===== src/rtl/snaw_pkg.sv =====
// snaw_pkg: shared types and constants of the strided N-dimensional address walker.
// No dependencies; imported by every module of the block.
package snaw_pkg;

	localparam int AXES    = 4;
	localparam int COORD_W = 16;
	localparam int TGT_W   = 17;
	localparam int IDX_W   = 32;
	localparam int OUT_AW  = 32;
	localparam int CFG_W   = 64;
	localparam int CFG_IW  = 3;

	localparam logic [1:0] OP_ORIGIN = 2'd0;
	localparam logic [1:0] OP_NEXT   = 2'd1;
	localparam logic [1:0] OP_GOTO   = 2'd2;

	localparam logic [CFG_IW-1:0] REG_BASE    = 3'd0;
	localparam logic [CFG_IW-1:0] REG_ESIZE   = 3'd1;
	localparam logic [CFG_IW-1:0] REG_DIMS    = 3'd2;
	localparam logic [CFG_IW-1:0] REG_CONTIG  = 3'd3;
	localparam logic [CFG_IW-1:0] REG_EXTENTS = 3'd4;
	localparam logic [CFG_IW-1:0] REG_STRIDES = 3'd5;

	// cycles the derived stride tables need after a register write
	localparam logic [1:0] SETTLE_CYCLES = 2'd2;

	typedef enum logic {
		ST_IDLE,
		ST_GOTO
	} state_t;

	typedef struct packed {
		logic origin;
		logic step;
		logic goto_start;
		logic goto_step;
		logic push;
	} cmd_t;

	typedef struct packed {
		logic iter_last;
	} dp_status_t;

	// addr in the lowest bits, then idx, then pos[0] .. pos[3]
	typedef struct packed {
		logic [AXES-1:0][COORD_W-1:0] pos;
		logic [IDX_W-1:0]             idx;
		logic [OUT_AW-1:0]            addr;
	} result_t;

endpackage


===== src/rtl/snaw_ctrl.sv =====
// snaw_ctrl: operation sequencer of the address walker.
// Decodes accepted operations into datapath commands, runs the goto sequence.
// Depends on snaw_pkg.
module snaw_ctrl import snaw_pkg::*; (
	input  logic       clk,
	input  logic       arst_n,
	input  logic       s_tvalid,
	output logic       s_tready,
	input  logic [1:0] op,
	input  logic       q_space,
	input  logic       cfg_we,
	input  dp_status_t status,
	output cmd_t       cmd
);

	state_t     state_q, state_d;
	logic [1:0] settle_q;
	logic       accept;

	always_ff @(posedge clk or negedge arst_n) begin
		if (!arst_n) begin
			state_q  <= ST_IDLE;
			settle_q <= '0;
		end else begin
			state_q <= state_d;
			if (cfg_we) begin
				settle_q <= SETTLE_CYCLES;
			end else if (settle_q != '0) begin
				settle_q <= settle_q - 2'd1;
			end
		end
	end

	always_comb begin
		state_d = state_q;
		unique case (state_q)
			ST_IDLE: begin
				if (accept && op == OP_GOTO) state_d = ST_GOTO;
			end
			ST_GOTO: begin
				if (status.iter_last) state_d = ST_IDLE;
			end
			default: state_d = ST_IDLE;
		endcase
	end

	always_comb begin
		s_tready       = (state_q == ST_IDLE) && q_space && (settle_q == '0);
		accept         = s_tvalid && s_tready;
		cmd.origin     = accept && (op == OP_ORIGIN);
		cmd.step       = accept && (op == OP_NEXT);
		cmd.goto_start = accept && (op == OP_GOTO);
		cmd.goto_step  = (state_q == ST_GOTO);
		// unused codes report the held state at once
		cmd.push       = (accept && op != OP_GOTO) ||
		                 (state_q == ST_GOTO && status.iter_last);
	end

endmodule


===== config.mk =====
export PLATFORM = sky130hd
export DESIGN_NAME = snaw_ctrl
export DESIGN_NICKNAME = d
export VERILOG_FILES = /design/src/rtl/snaw_pkg.sv /design/src/rtl/snaw_ctrl.sv
export SDC_FILE = /design/constraint.sdc
export NUM_CORES = 1
export LEC_CHECK = 0
export BUFFER_PORTS_ARGS = -buffer_cell sky130_fd_sc_hd__buf_2
export CORE_AREA = 2 2 39 41
export CTS_CLUSTER_SIZE = 20
export DETAILED_ROUTE_END_ITERATION = 10
export DIE_AREA = 0 0 41 43
export PLACE_DENSITY_LB_ADDON = 0.2
export RECOVER_POWER = 50
export SLEW_MARGIN = 10
export SYNTH_ARGS = -nofsm -noshare
export SYNTH_HDL_FRONTEND = slang
export SYNTH_SLANG_ARGS = --single-unit

===== constraint.sdc =====
create_clock -name clk -period 1.1 [get_ports clk]
set_input_delay 0.22 -clock clk [delete_from_list [all_inputs] [get_ports clk]]
set_output_delay 0.22 -clock clk [all_outputs]
set_load 0.005 [all_outputs]

## Yosys cells after proc, flatten, opt, wreduce, memory -nomap -nowiden

Cells that the tools add are included.
W data, S select, Z words.

| word-level totals | value |
|---|---|
| output and inout port bits | 6 |
| word-level logic and storage cells | 25 |
| ROM bits | 0 |
| memories kept | 0 |
| bits of input ports | 8 |
| bits in latches | 0 |
| register bits after elaboration | 3 |
| bits in writable memories | 0 |

| cells by class | value |
|---|---|
| order comparisons | 0 |
| divide/modulo/power cells | 0 |
| $add $sub $neg | 1 |
| equal/unequal tests | 3 |
| reductions and logical operators | 13 |
| shifts and indexed selects | 0 |
| bitwise operators | 1 |
| $mul | 0 |
| muxes and demuxes | 5 |

Operators with widths:

| kind | number |
|---|---|
| $logic_and A1 B1 Y1 | 8 |
| $logic_not A2 Y1 | 2 |
| $mux W2 | 2 |
| $reduce_bool A2 Y1 | 2 |
| $eq A2 B1 Y1 const B | 1 |
| $eq A2 B2 Y1 const B | 1 |
| $mux W1 | 2 |
| $ne A2 B2 Y1 const B | 1 |
| $pmux W1 S2 | 1 |
| $sub A2 B1 Y2 const B | 1 |
| $logic_or A1 B1 Y1 | 1 |
| $not A1 Y1 | 1 |

## Longest topological paths before layout

| logic depth | value |
|---|---|
| depth in word-level cells | 7 |
| mapped depth | 4 |
| depth with buffers taken out | 4 |

## Least setup slack after synthesis

OpenSTA, ideal clock, no wires.

| timing path | value |
|---|---|
| kind | reg-to-output |
| start | register settle_q[0] |
| end | output port cmd[0] (netlist name) |
| stages on the path, launching flop included | 5 |
| path buffers | 0 |
| required time | 0.880 ns |
| slack | -0.180 ns |
| arrival | 1.060 ns |
| cell sequence | dfrtp_1 inv_1 ha_1 and3b_1 a32o_1 |

RTL lines:

| item | line | RTL |
|---|---|---|
| start: declaration | snaw_ctrl.sv:17 | `logic [1:0] settle_q;` |
| start signal: assignment | snaw_ctrl.sv:29 | `settle_q <= settle_q - 2'd1;` |
| end: declaration | snaw_ctrl.sv:13 | `output cmd_t cmd` |

==> results.cfg <==
[run_status]
status = finished, violations left
failed_checks = negative setup slack

[place]
dp_slack_ns = -0.276
dp_hpwl_um = 502
gp_congestion = 0.645
numPortBuffers = 13

[timing]
max_slew_margin = 0.847
drv_slew = 0
fmax_mhz = 630
min_period_over_period = 1.44
final-hold-violation-count = 0
hold_ws_ns = 0.169
setup_violations = 7
layout_min_cycle_time_ns = 1.59
tns_ns = -2.21
skew_ns = 0.00484
final.setup.worst_slack_ns = -0.487
worstMarginPinSlew_ns = 0.229
rsz0062_at_grt = yes

[detailed_routing]
vias = 244
firstDrtPassIters = 4
wl_per_cell_um = 10.7
drc = 0
first_iter_violations = 6
routed_wl_um = 634
postRouteAntennaNets = 0
via_per_inst = 4.14

[yosys]
synth_cells = 21
synth_nets = 30
avgSynthCellArea_um2 = 9.59
syn-cell-area_um2 = 201
ys_types = 15
seq_area_frac_synth = 0.373
yosysWarnings = 0
ys_ff_latch = 3

[power]
cellLeakagePower_uw = 0.000196
ir_drop_mv = 0.374
power_per_cell_area_nw_per_um2 = 1750

[cts]
cts-root-buf = clkbuf_4
htree_levels = 1
cts_buffers = 3
cts_buffer_depth = 2
clock_sinks = 3
cts_tree = built
clk-insertion-delay-late_ns = 0.23
path_clk_slew_ns = 0.03

[global_route]
grt-ovfl-total = 0
grt_pass1_wl_um = 924
grt_util_all_layers = 0.0843
grt_max_degree = 5
antenna_found_initial = 0
first_global_vias = 249

[finish]
drive_above_1_share = 0.605
diodes = 0
final_net_count = 53
syn_to_final_growth_pct = 94.4
finish.utilization = 0.283

[floorplan]
die_h_um = 43
die_area_um2 = 1760
initial_core_util = 0.146
die_w_um = 41
io_pins = 14
row_count = 14
core_um2 = 1380

[worst_setup_path]
r2r_setup_slack_ns = -0.08
crit_path_start_kind = flop
cp_data_arrival_time_ns = 1.37
cp-end-kind = output port
crit_required_ns = 0.88
path_class = flop to output port
critPathMaxFanout = 4

[run]
maxCapViolCount = 0

[min_path]
hp-class = primary input to flop
registers in the layout (all words and copies together), names as in the netlist:
signal    cells
settle_q      2
state_q       1
synthesized netlist by cell type:
cell / count / area, um^2
a32o_1: 1 / 10.0
nor2_1: 2 / 7.51
nand4b_1: 1 / 8.76
and3b_1: 1 / 8.76
inv_1: 3 / 11.3
dfrtp_1: 3 / 75.1
nor3_1: 1 / 5.00
nor3b_2: 1 / 12.5
buf_4: 1 / 7.51
o22ai_1: 1 / 6.26
xor2_1: 1 / 8.76
or2b_1: 1 / 7.51
a21o_1: 1 / 7.51
nand2b_1: 2 / 12.5
ha_1: 1 / 12.5
cell type report:
type / count / area [um^2]
inverters: 3 / 11.3
flip-flops and latches: 3 / 75.1
clock buffers: 4 / 26.3
fillers: 154 / 992
multi-input cells: 14 / 131
repair buffers: 19 / 128
well taps: 16 / 20.0
routing by layer:
| layer | GRT usage | wire length, um | vias up |
|---|---|---|---|
| met5 | 0 | 0 | - |
| met4 | 0.0800 | 0 | 0 |
| met3 | 0.0366 | 69 | 0 |
| met2 | 0.134 | 343 | 14 |
| met1 | 0.0707 | 221 | 114 |
| li1 | - | - | 116 |
timing repair:
item                                    CTS  global route
gates resized for setup                   5             4
hold buffers                              1             0
pin swaps                                 4             2
endpoints found under the setup margin    7             8
hold endpoints to repair                  3             0
buffers inserted                          2             1
report_power, final:
part / internal (uW) / switching [uW]
Clock: 136 / 54.2
Sequential: 145 / 21.1
Combinational: 188 / 139
kinds of logic (layout without fill, tap and decap cells):
| logic type | after synthesis | count (layout) | synth area share |
|---|---|---|---|
| AND/OR/NAND/NOR | 9 | 9 | 0.311 |
| buffers and inverters | 4 | 26 | 0.0932 |
| XOR/XNOR | 1 | 1 | 0.0435 |
| flip-flops | 3 | 3 | 0.373 |
| AO/OA/AOI/OAI | 3 | 3 | 0.118 |
| adder cells (fa/ha/maj) | 1 | 1 | 0.0621 |
stage by stage:
step           instances  power, uW  area [um^2]
2_1_floorplan         21        306          204
3_3_place_gp          52        394          304
3_5_place_dp          52        425          304
4_1_cts               59        682          375
5_1_grt               59        758          392
6_report              59        684          392
path summary, 6_finish.rpt:
kind | start | to | depth (start not counted)
worst max-delay path | settle_q[0] | cmd[3] | 5
worst min-delay path | cfg_we | settle_q[0] | 2
worst max register to register | settle_q[0] | settle_q[1] | 5
worst min register to register | settle_q[1] | settle_q[1] | 2
max in group asynchronous | arst_n | settle_q[0] | 2
min in group asynchronous | arst_n | state_q | 2
worst max-delay path: stages (launching register included):
cell and delay [ns]:
dfrtp_1 0.38, inv_2 0.07, ha_4 0.14, nand4b_1 0.20
nor3b_2 0.21, buf_2 0.13
cells in the final DEF, fill, tap and decap left out, drive strengths merged:
cell type and count:
dlygate4sd3 1, inv 3, nand2b 2, buf 17, xor2 1, or2b 1, nand4b 1, nor2 2
nor3b 1, dfrtp 3, a21o 1, and3b 1, nor3 1, ha 1, o22ai 1, clkbuf 5
a32o 1
(Power assumes the default switching activity.)
