**src/rtl/snaw_pkg.sv**
```systemverilog
// snaw_pkg: shared types and constants of the strided N-dimensional address walker.
// No dependencies; imported by every module of the block.
package snaw_pkg;

	localparam int AXES    = 4;
	localparam int COORD_W = 16;
	localparam int TGT_W   = 17;
	localparam int IDX_W   = 32;
	localparam int OUT_AW  = 32;
	localparam int CFG_W   = 64;
	localparam int CFG_IW  = 3;

	localparam logic [1:0] OP_ORIGIN = 2'd0;
	localparam logic [1:0] OP_NEXT   = 2'd1;
	localparam logic [1:0] OP_GOTO   = 2'd2;

	localparam logic [CFG_IW-1:0] REG_BASE    = 3'd0;
	localparam logic [CFG_IW-1:0] REG_ESIZE   = 3'd1;
	localparam logic [CFG_IW-1:0] REG_DIMS    = 3'd2;
	localparam logic [CFG_IW-1:0] REG_CONTIG  = 3'd3;
	localparam logic [CFG_IW-1:0] REG_EXTENTS = 3'd4;
	localparam logic [CFG_IW-1:0] REG_STRIDES = 3'd5;

	// cycles the derived stride tables need after a register write
	localparam logic [1:0] SETTLE_CYCLES = 2'd2;

	typedef enum logic {
		ST_IDLE,
		ST_GOTO
	} state_t;

	typedef struct packed {
		logic origin;
		logic step;
		logic goto_start;
		logic goto_step;
		logic push;
	} cmd_t;

	typedef struct packed {
		logic iter_last;
	} dp_status_t;

	// addr in the lowest bits, then idx, then pos[0] .. pos[3]
	typedef struct packed {
		logic [AXES-1:0][COORD_W-1:0] pos;
		logic [IDX_W-1:0]             idx;
		logic [OUT_AW-1:0]            addr;
	} result_t;

endpackage

```
**src/rtl/snaw_outq.sv**
```systemverilog
// snaw_outq: two-entry result queue driving the master-side stream.
// Depends on snaw_pkg.
module snaw_outq import snaw_pkg::*; (
	input  logic    clk,
	input  logic    arst_n,
	input  logic    push,
	input  result_t din,
	output logic    space,
	output logic    m_tvalid,
	input  logic    m_tready,
	output result_t m_tdata
);

	result_t    head_q, tail_q;
	logic [1:0] count_q;
	logic       pop;

	assign pop      = m_tvalid && m_tready;
	assign m_tvalid = (count_q != 2'd0);
	assign m_tdata  = head_q;
	assign space    = (count_q != 2'd2);

	always_ff @(posedge clk or negedge arst_n) begin
		if (!arst_n) begin
			count_q <= '0;
		end else begin
			unique case ({push, pop})
				2'b10:   count_q <= count_q + 2'd1;
				2'b01:   count_q <= count_q - 2'd1;
				default: ;
			endcase
		end
	end

	always_ff @(posedge clk) begin
		unique case ({push, pop})
			2'b10: begin
				if (count_q == 2'd0) head_q <= din;
				else                 tail_q <= din;
			end
			2'b01: head_q <= tail_q;
			2'b11: begin
				if (count_q == 2'd1) begin
					head_q <= din;
				end else begin
					head_q <= tail_q;
					tail_q <= din;
				end
			end
			default: ;
		endcase
	end

endmodule

```
**config.mk**
```make
export PLATFORM = sky130hd
export DESIGN_NAME = snaw_outq
export DESIGN_NICKNAME = d
export VERILOG_FILES = /design/src/rtl/snaw_pkg.sv /design/src/rtl/snaw_outq.sv
export SDC_FILE = /design/constraint.sdc
export NUM_CORES = 1
export LEC_CHECK = 0
export BUFFER_PORTS_ARGS = -buffer_cell sky130_fd_sc_hd__buf_4
export CORE_MARGIN = 8
export CORE_UTILIZATION = 35
export CTS_CLUSTER_DIAMETER = 50
export DETAILED_ROUTE_END_ITERATION = 7
export GPL_TIMING_DRIVEN = 1
export PLACE_DENSITY = 0.58
export SYNTH_ARGS = -nofsm -noshare
export SYNTH_HDL_FRONTEND = slang
export SYNTH_SLANG_ARGS = --single-unit
```
**constraint.sdc**
```tcl
create_clock -name clk -period 18.66 [get_ports clk]
set_clock_uncertainty 0.1 [all_clocks]
set_input_delay 1.866 -clock clk [delete_from_list [all_inputs] [get_ports clk]]
set_output_delay 1.866 -clock clk [all_outputs]
set_load 0.1 [all_outputs]
```
Word-level counts from Yosys, hierarchy flattened
Cells that the tools add are included.
Widths: inputs -> output; s select.
{"block": "word_totals", "ff_bits": 258, "wordCells": 38, "output_inout_bits": 130, "inputBits": 132}
{"block": "op_classes", "n_mux": 7, "add_sub_neg": 2, "n_reduce_logical": 8, "n_eq_ne": 8}
{"op": "$mux 128", "count": 4}
{"op": "$pmux 128 s3", "count": 1}
{"op": "$pmux 128 s2", "count": 1}
{"op": "$ne 2x2->1 const B", "count": 4}
{"op": "$reduce_bool 2->1", "count": 3}
{"op": "$eq 2x1->1 const B", "count": 2}
{"op": "$eq 2x2->1 const B", "count": 2}
{"op": "$pmux 2 s2", "count": 1}
{"op": "$reduce_and 3->1", "count": 1}
{"op": "$reduce_bool 3->1", "count": 1}
{"op": "$add 2x1->2 const B", "count": 1}
{"op": "$logic_not 2->1", "count": 1}
{"op": "$reduce_and 2->1", "count": 1}
{"op": "$sub 2x1->2 const B", "count": 1}
{"op": "$logic_and 1x1->1", "count": 1}

Depth between registers and ports, before layout
Gate-level depths: netlist of run 1.
{"block": "depth", "ltp_word": 5, "ltp_mapped": 10, "ltp_nobuf": 7}

Worst setup path before layout of run 1
No wires, ideal clock.
{"block": "synth_path", "path_kind": "in2reg", "from": "input port m_tready", "to": "register tail_q[0] in the netlist's numbering (enable)", "n_path_buf": 3, "cell_stages": 7, "slack_ns": 5.549, "t_required_ns": 17.755, "t_arrival_ns": 12.206, "setup_time_ns": 0.805, "cell_sequence": "nor2b_1 ha_1 buf_2 and2_1 clkbuf_1 buf_2 a211oi_1"}
{"block": "synth_between", "elab_chain_cells": 4, "elab_cells_between_ends": 7, "cone_classes": "eq/ne (4); reduce/logical (3)"}
{"element": "start: declaration", "line_no": "snaw_outq.sv:10", "text": "input logic m_tready,"}
{"element": "$logic_and 1x1->1 (*)", "line_no": "snaw_outq.sv:18", "text": "assign pop = m_tvalid && m_tready;"}
{"element": "$eq 2x2->1", "line_no": "snaw_outq.sv:36", "text": "unique case ({push, pop})"}
{"element": "$ne 2x2->1 (no line) or $reduce_bool 2->1 (tied branches)"}
{"element": "$reduce_and 3->1 (no line) (*)"}
{"element": "end signal: assignment", "line_no": "snaw_outq.sv:39", "text": "else tail_q <= din;"}
{"element": "end signal: assignment", "line_no": "snaw_outq.sv:47", "text": "tail_q <= din;"}
{"element": "end: declaration", "line_no": "snaw_outq.sv:14", "text": "result_t head_q, tail_q;"}
Every way passes the cells marked *; elsewhere a longest branch is shown, timed or not.
A chain may end at the register's enable or synchronous reset.

Worst setup path after layout of run 1
{"block": "layout_path", "from": "input port m_tready", "to": "register tail_q[5] in the netlist's numbering (enable)"}
Same word-level chain as after synthesis.

==> results.cfg, run 1 <==
[outcome]
run_status = complete, no violations

[sta]
fin_crit_ns = 4.61
fin_tns_setup_ns = 0
slew_headroom_pct = 27.3
timing.final.crit_share_pct = 24.7
slew_violations = 0
rsz0062_at_grt = no
max_slew.worst_pin.slew_ns = 1.09
timing.final.hold_violations = 0
max_freq_mhz = 217
finalSetupViolCount = 0

[setup_path]
timing.critical_path.to_type = register
cp_max_fo = 67
required_ns = 18.72
category_of_the_critical_setup_timing_path = in -> reg
worstPathArrival_ns = 4.68
cp-start-kind = input port
reg2reg_depth = 7

[global_route]
maximum_number_of_pins_on_one_net_before_global_route_repair = 87
grt_use_total_pct = 13.7
overflow = 0
initial_antenna_violation_count = 1
first_pass_grt_wire_length_um = 36500
first_global_vias = 6176

[hold_path]
hold_class = reg -> reg
instance_count_along_the_most_critical_hold_path = 2

[clock_tree]
cts.reportedPaths.clkPinSlew_ns = 0.06
clk_latency_ns = 0.54
cts-buffers-inserted = 30
count_of_cells_resized_by_post_cts_repair = 0
tritoncts = done
cts_hold_buffers = 0
clock_tree.htree_level_count = 1
postCtsSetupBuffers = 0
cts-root-to-sink-buffers = 3
clock_sinks = 258
root_buffer = sky130_fd_sc_hd__clkbuf_16

[synthesis]
ranking_of_synthesized_cells_by_area = sky130_fd_sc_hd__edfxtp_1 (78%), sky130_fd_sc_hd__a22o_1 (7.7%), sky130_fd_sc_hd__a32oi_1 (3.7%), sky130_fd_sc_hd__a22oi_1 (3.2%), sky130_fd_sc_hd__nand2_1 (1.6%)
async_flop_share_pct = 0.775
nets_in_the_synthesized_netlist = 685
yosys_warnings = 0
synth_cells = 544
synth_top_cells_by_count = sky130_fd_sc_hd__edfxtp_1 (256), sky130_fd_sc_hd__a22o_1 (86), sky130_fd_sc_hd__a22oi_1 (42), sky130_fd_sc_hd__nand2_1 (42), sky130_fd_sc_hd__a32oi_1 (41)
synthMostInstantiatedCell = sky130_fd_sc_hd__edfxtp_1
synth.top_cell.area_share_pct = 78.2
ys_dominant_reg_cell = sky130_fd_sc_hd__edfxtp_1
synth_seq_cells = 258
syn_area_um2 = 9820
synthesis.area_per_instance_um2 = 18.1
synth-edff-count = 256
yosys_top_cell_by_area = sky130_fd_sc_hd__edfxtp_1
ys_types = 24
synth-seq-area-share_pct = 78.8

[layout]
antennaDiodeCount = 0
synthToLayoutAreaGrowth_pct = 32.3
drive_above_1_share_pct = 38.9
num-fill-cells = 2412
finalNetCount = 941
area.sequential_um2 = 7740
multiInputGateArea_um2 = 1870

[die]
core-area_um2 = 27700
ioPinCount = 262
floorplan.die_area_um2 = 33700
placement_rows = 61
initial_utilization_pct = 35.5
die_width_um = 184
fp.dieH_um = 184

[place]
port_buffers = 261
post-dp-hpwl_um = 15500
globalplace.congestion = 0.749

[detailed_routing]
drt_first_iter_violations = 407
drt.antenna.violating_nets = 0
routed-via-count = 6019
detailed_routing_iteration_count_for_the_pre_antenna_repair_pass = 5
wl_per_cell_um = 20.5
detail_route.vias_per_cell = 5.03
detail_route.drc_violations = 0
finalWirelength_um = 24500

[flow_run]
drv.max_cap_violation_count = 0
## logic make-up (layout without fill, tap and decap cells)
kind of cell / Yosys count / count (layout) / share of synthesized area (%)
buf+inv: 49 / 323 / 2.60
xor+xnor: 1 / 1 / 0.0892
simple gates: 51 / 51 / 2.24
fa+ha+maj: 9 / 9 / 1.15
compound gates: 176 / 176 / 15.2
flops: 258 / 258 / 78.8
## layout make-up
| type | instances | area share, % |
|---|---|---|
| Clock buffer | 35 | 5.92 |
| Multi-Input combinational cell | 237 | 14.4 |
| Tap cell | 378 | 3.64 |
| Timing Repair Buffer | 266 | 15.4 |
| Sequential cell | 258 | 59.5 |
| Inverter | 7 | 0.202 |
| Clock inverter | 15 | 1.00 |
## per-stage QoR
| stage | cells | setup slack, ns | util (%) | hold WS, ns | cell area [um^2] |
|---|---|---|---|---|---|
| floorplan | 544 | 5.55 | - | 0.374 | 9820 |
| global placement | 1146 | 13.55 | 43.7 | 0.390 | 12100 |
| detailed placement | 1146 | 13.51 | 43.7 | 0.402 | 12100 |
| CTS | 1196 | 14.09 | 46.9 | 0.416 | 13000 |
| global route | 1196 | 13.83 | 46.9 | 0.429 | 13000 |
| finish | 1196 | 14.05 | 46.9 | 0.410 | 13000 |
## path summary, 6_finish.rpt
check	startpoint	end	slack, ns
max in group asynchronous	arst_n	count_q[1]$_DFFE_PN0P_	17.37
min in group asynchronous	arst_n	count_q[0]$_DFFE_PN0P_	1.00
hold / removal	count_q[1]$_DFFE_PN0P_	count_q[1]$_DFFE_PN0P_	0.41
hold reg to reg	count_q[1]$_DFFE_PN0P_	count_q[1]$_DFFE_PN0P_	0.41
setup / recovery	m_tready	tail_q[5]$_DFFE_PP_	14.05
setup reg to reg	count_q[0]$_DFFE_PN0P_	tail_q[5]$_DFFE_PP_	14.64
## critical path: stages
cell,delay [ns]
sky130_fd_sc_hd__buf_4,0.07
sky130_fd_sc_hd__nor2b_1,0.32
sky130_fd_sc_hd__ha_2,0.93
sky130_fd_sc_hd__and2_2,0.90
sky130_fd_sc_hd__a211oi_4,0.08
sky130_fd_sc_hd__buf_4,0.44
## layer usage
metal | vias to the layer above | global-route usage [%] | part of all wire [%]
met5 | - | 0 | 0.053
met4 | 2 | 3.09 | 1.6
met3 | 35 | 4.13 | 8.5
met2 | 234 | 22.1 | 47
met1 | 2974 | 17.9 | 42
li1 | 2774 | - | -
## sequential cells by signal, indices dropped and copies added (netlist names)
signal and count:
count_q 2, m_tdata 128, tail_q 128
## layout by cell type (no fill, tap or decap), types with 5 or more instances in the layout
cell type | netlist | layout
sky130_fd_sc_hd__ha_1 | 9 | 7
sky130_fd_sc_hd__nand2_1 | 42 | 42
sky130_fd_sc_hd__edfxtp_1 | 256 | 256
sky130_fd_sc_hd__a22oi_1 | 42 | 42
sky130_fd_sc_hd__clkbuf_16 | 0 | 30
sky130_fd_sc_hd__clkinv_2 | 0 | 6
sky130_fd_sc_hd__inv_1 | 7 | 7
sky130_fd_sc_hd__buf_4 | 2 | 266
sky130_fd_sc_hd__clkbuf_1 | 11 | 5
sky130_fd_sc_hd__a22o_1 | 86 | 86
sky130_fd_sc_hd__a32oi_1 | 41 | 41
Power of run 1 is left out: the tool's default activity adds up to more than one toggle a clock period on the data nets, which glitch-free logic cannot reach.
==> run 2, diff against run 1 <==
==> constraint.sdc (replaced) <==
create_clock -name clk -period 4.44 [get_ports clk]
set_clock_uncertainty 0.1 [all_clocks]
set_input_delay 0.444 -clock clk [delete_from_list [all_inputs] [get_ports clk]]
set_output_delay 0.444 -clock clk [all_outputs]
set_load 0.1 [all_outputs]
==> run 2 against run 1 <==
Effect of this change:
- hold slack got worse by 0.27 ns
- critical path depth increased by 1
- die area unchanged
- via count increased by 9.2%
- sequential share of layout area decreased by 5.5 points
- worst setup slack got worse by 13 ns
- clock-buffer cell count unchanged
- core utilization increased by 4.8 points
- final area increased by 10%
- routed wire length increased by 5.4%
- first-iteration DRC count increased by 12%
- critical endpoint is now m_tdata[51]$_DFFE_PP_
==> results.cfg, run 2 (synthesis gave the netlist of run 1 again) <==
[place]
port_buffers = 261
post-dp-hpwl_um = 16100
globalplace.congestion = 0.730

[global_route]
maximum_number_of_pins_on_one_net_before_global_route_repair = 87
grt_use_total_pct = 14.8
initial_antenna_violation_count = 0
first_pass_grt_wire_length_um = 40000
first_global_vias = 6946
overflow = 0

[clock_tree]
clock_sinks = 258
clock_tree.htree_level_count = 1
cts.reportedPaths.clkPinSlew_ns = 0.06
tritoncts = done
cts-buffers-inserted = 29
cts_hold_buffers = 129
cts-root-to-sink-buffers = 3
count_of_cells_resized_by_post_cts_repair = 0
postCtsSetupBuffers = 0
clk_latency_ns = 0.53
root_buffer = sky130_fd_sc_hd__clkbuf_16

[die]
placement_rows = 61
ioPinCount = 262
die_width_um = 184
core-area_um2 = 27700
fp.dieH_um = 184
floorplan.die_area_um2 = 33700
initial_utilization_pct = 35.5

[layout]
synthToLayoutAreaGrowth_pct = 45.9
multiInputGateArea_um2 = 1890
final_cell_mix = sky130_fd_sc_hd__buf_4 (266), sky130_fd_sc_hd__edfxtp_1 (256), sky130_fd_sc_hd__dlygate4sd3_1 (129), sky130_fd_sc_hd__a22o_1 (86)
antennaDiodeCount = 0
final_common_cell = sky130_fd_sc_hd__buf_4
area.sequential_um2 = 7740
drive_above_1_share_pct = 33.9
finalNetCount = 1071
fin_util_pct = 51.7
num-fill-cells = 2300

[setup_path]
timing.critical_path.buf_inv = 1
worst_path_dominant_cell_family = compound AO/OA/AOI/OAI gates
setup.worst_path.end = m_tdata[51]$_DFFE_PP_
path_depth = 7
r2r_start = count_q[0]$_DFFE_PN0P_
setup_slack_reg_to_reg_ns = 1.21
reg2reg_depth = 7
worst_setup_path_startpoint = count_q[0]$_DFFE_PN0P_
cp_max_fo = 86
category_of_the_critical_setup_timing_path = reg -> reg
cp-start-kind = register
required_ns = 4.73
worstPathArrival_ns = 3.52
cp_slowest_stage_delay_ns = 0.85
critical_path.slowest_cell = sky130_fd_sc_hd__nor2_4
timing.critical_path.to_type = register
rr_endpoint = m_tdata[51]$_DFFE_PP_
crit_chain = inv_2, ha_4, nor2b_4, ha_1, nor2_4, a21o_4, a22o_1

[detailed_routing]
detailed_routing_iteration_count_for_the_pre_antenna_repair_pass = 5
finalWirelength_um = 25800
drt_first_iter_violations = 454
detail_route.drc_violations = 0
detail_route.vias_per_cell = 4.95
routed-via-count = 6572
wl_per_cell_um = 19.5
drt.antenna.violating_nets = 0

[hold_path]
hold_class = in -> async

[sta]
slew_headroom_pct = 25.6
max_slew.worst_pin.slew_ns = 1.11
timing.final.crit_share_pct = 72.7
timing.final.hold_violations = 0
rsz0062_at_grt = no
max_freq_mhz = 310
finalSetupViolCount = 0
slew_violations = 0
fin_crit_ns = 3.23

[flow_run]
drv.max_cap_violation_count = 0

[outcome]
run_status = complete, no violations
## run 2: through the flow
stage / std cells / TNS [ns] / worst slack (ns) / hold slack, ns / instance area, um^2
6_report: 1328 / 0 / 1.21 / 0.135 / 14300
5_1_grt: 1328 / 0 / 1.03 / 0.121 / 14300
4_1_cts: 1328 / 0 / 1.17 / 0.100 / 14300
3_5_place_dp: 1148 / 0 / 1.18 / 0.130 / 12200
3_3_place_gp: 1148 / 0 / 1.26 / 0.131 / 12200
2_1_floorplan: 544 / -92.87 / -0.726 / 0.0484 / 9880
## run 2: area by class of cell
class	instances	area share, %
flip-flops and latches	258	54.0
repair buffers	397	23.2
multi-input cells	237	13.2
clock buffers	35	5.22
well taps	378	3.30
clock inverters	16	0.942
inverters	7	0.183
## run 2: worst min-delay path by stage
stage | start | end | slack [ns] | cells after the start
final | arst_n | count_q[0]$_DFFE_PN0P_ | 0.13 | 2
after global routing | arst_n | count_q[1]$_DFFE_PN0P_ | 0.12 | 2
after CTS | arst_n | count_q[0]$_DFFE_PN0P_ | 0.10 | 2
after detailed placement | arst_n | count_q[0]$_DFFE_PN0P_ | 0.13 | 1
after global placement | arst_n | count_q[1]$_DFFE_PN0P_ | 0.13 | 1
after floorplan | arst_n | count_q[0]$_DFFE_PN0P_ | 0.05 | 0
## run 2: worst reg2reg max path, delay by kind of cell (launching register included)
family                     cells  cell delay, ns
buffers and inverters          1            0.10
DFF                            1            0.43
adders and majority gates      2            0.40
and+or+nand+nor                2            0.91
AOI/OAI and AO/OA              2            1.14
## run 2: metal layers
metal | wire length (um) | up-vias | track usage [%]
met3 | 2090 | 33 | 3.58
li1 | - | 3044 | -
met4 | 418 | 0 | 3.61
met5 | 0 | - | 0
met1 | 10600 | 3235 | 19.2
met2 | 12700 | 260 | 24.6
Power of run 2 is left out for the same reason.
==> run 3, diff against run 2 <==
==> constraint.sdc (replaced) <==
create_clock -name clk -period 3.1 [get_ports clk]
set_clock_uncertainty 0.1 [all_clocks]
set_input_delay 0.31 -clock clk [delete_from_list [all_inputs] [get_ports clk]]
set_output_delay 0.31 -clock clk [all_outputs]
set_load 0.1 [all_outputs]
==> run 3 against run 2 <==
Effect of this change:
- global-route usage decreased by 0.087 points
- largest cell class unchanged
- critical path type unchanged
- die area unchanged
- register-to-register slack got worse by 0.65 ns
==> results.cfg, run 3 (synthesis gave the netlist of run 1 again) <==
[sta]
fin_crit_ns = 2.54
slew_headroom_pct = 34.8
rsz0062_at_grt = no
slew_violations = 0
fin_tns_setup_ns = 0
max_freq_mhz = 394
timing.final.hold_violations = 0
finalSetupViolCount = 0
max_slew.worst_pin.slew_ns = 0.978
timing.final.crit_share_pct = 81.8

[layout]
antennaDiodeCount = 0
final_common_cell = sky130_fd_sc_hd__buf_4
num-fill-cells = 2301
drive_above_1_share_pct = 34.5
synthToLayoutAreaGrowth_pct = 48.3
final_cell_mix = sky130_fd_sc_hd__buf_4 (267), sky130_fd_sc_hd__edfxtp_1 (256), sky130_fd_sc_hd__dlygate4sd3_1 (130), sky130_fd_sc_hd__a22o_1 (86)
area_of_all_placed_cells_without_fillers_um2 = 14600
finalNetCount = 1079

[setup_path]
required_ns = 3.40
worstPathArrival_ns = 2.83
cp_slowest_stage_delay_ns = 0.42
cp_max_fo = 35
cp-start-kind = register
category_of_the_critical_setup_timing_path = reg -> reg
critical_path.slowest_cell = sky130_fd_sc_hd__dfrtp_1
crit_chain = inv_2, ha_4, nor2b_4, ha_2, buf_4, a21o_4, buf_12, a22o_1
timing.critical_path.to_type = register

[detailed_routing]
routed-via-count = 6567
drt.antenna.violating_nets = 0
wl_per_cell_um = 19.3
detail_route.drc_violations = 0
finalWirelength_um = 25900
detailed_routing_iteration_count_for_the_pre_antenna_repair_pass = 5
drt_first_iter_violations = 420
detail_route.vias_per_cell = 4.90

[clock_tree]
root_buffer = sky130_fd_sc_hd__clkbuf_16
clock_sinks = 258
postCtsSetupBuffers = 0
clk_latency_ns = 0.53
cts.reportedPaths.clkPinSlew_ns = 0.06
cts_hold_buffers = 130
cts-root-to-sink-buffers = 3
tritoncts = done
count_of_cells_resized_by_post_cts_repair = 0
cts-buffers-inserted = 30
clock_tree.htree_level_count = 1

[die]
core-area_um2 = 27700
die_width_um = 184
floorplan.die_area_um2 = 33700
placement_rows = 61
fp.dieH_um = 184
ioPinCount = 262
initial_utilization_pct = 35.5

[global_route]
initial_antenna_violation_count = 0
first_pass_grt_wire_length_um = 39600
overflow = 0
grt_use_total_pct = 14.7
first_global_vias = 6915
maximum_number_of_pins_on_one_net_before_global_route_repair = 87

[place]
globalplace.congestion = 0.720
post-dp-hpwl_um = 16400
port_buffers = 261
dpl-instance-area_um2 = 12300

[hold_path]
hold_class = in -> reg

[outcome]
run_status = complete, no violations

[flow_run]
drv.max_cap_violation_count = 0
run 3: cell type report:
class	count	area (um^2)	share of cell area [%]
Clock inverter	22	215	1.48
Tap cell	378	473	3.25
Timing Repair Buffer	404	3450	23.6
Clock buffer	34	787	5.40
Multi-Input combinational cell	237	1890	13.0
Sequential cell	258	7740	53.1
Inverter	7	26.3	0.180
run 3: worst paths after layout:
path	from	end	slack (ns)	cells after the start
worst max-delay path	count_q[0]$_DFFE_PN0P_	m_tdata[84]$_DFFE_PP_	0.56	8
worst min-delay path	m_tready	count_q[1]$_DFFE_PN0P_	0.27	4
worst max register to register	count_q[0]$_DFFE_PN0P_	m_tdata[84]$_DFFE_PP_	0.56	8
worst min register to register	count_q[1]$_DFFE_PN0P_	count_q[1]$_DFFE_PN0P_	0.43	2
max in group asynchronous	arst_n	count_q[0]$_DFFE_PN0P_	2.22	3
min in group asynchronous	arst_n	count_q[1]$_DFFE_PN0P_	0.55	3
run 3: per-layer routing:
metal	vias to the layer above	track usage (%)	part of all wire [%]
met3	37	3.75	7.8
met4	0	3.19	1.5
met1	3224	19.1	43
met2	243	24.5	48
met5	-	0	0
li1	3063	-	-
run 3: worst max-delay path, delay by kind of cell, from the launching register on:
kind            cells  cell delay, ns
buf+inv             3            0.61
compound gates      2            0.54
fa+ha+maj           2            0.52
flops               1            0.42
simple gates        1            0.16
run 3: metrics by stage:
| step | setup WS [ns] | utilization, % | hold slack (ns) | instances |
|---|---|---|---|---|
| floorplan | -2.07 | - | -0.0856 | 544 |
| global placement | 0.607 | 44.3 | -0.00508 | 1154 |
| detailed placement | 0.525 | 44.3 | -0.00234 | 1154 |
| CTS | 0.514 | 52.6 | 0.248 | 1340 |
| global route | 0.408 | 52.6 | 0.284 | 1340 |
| finish | 0.563 | 52.6 | 0.273 | 1340 |
Power of run 3 is left out for the same reason.
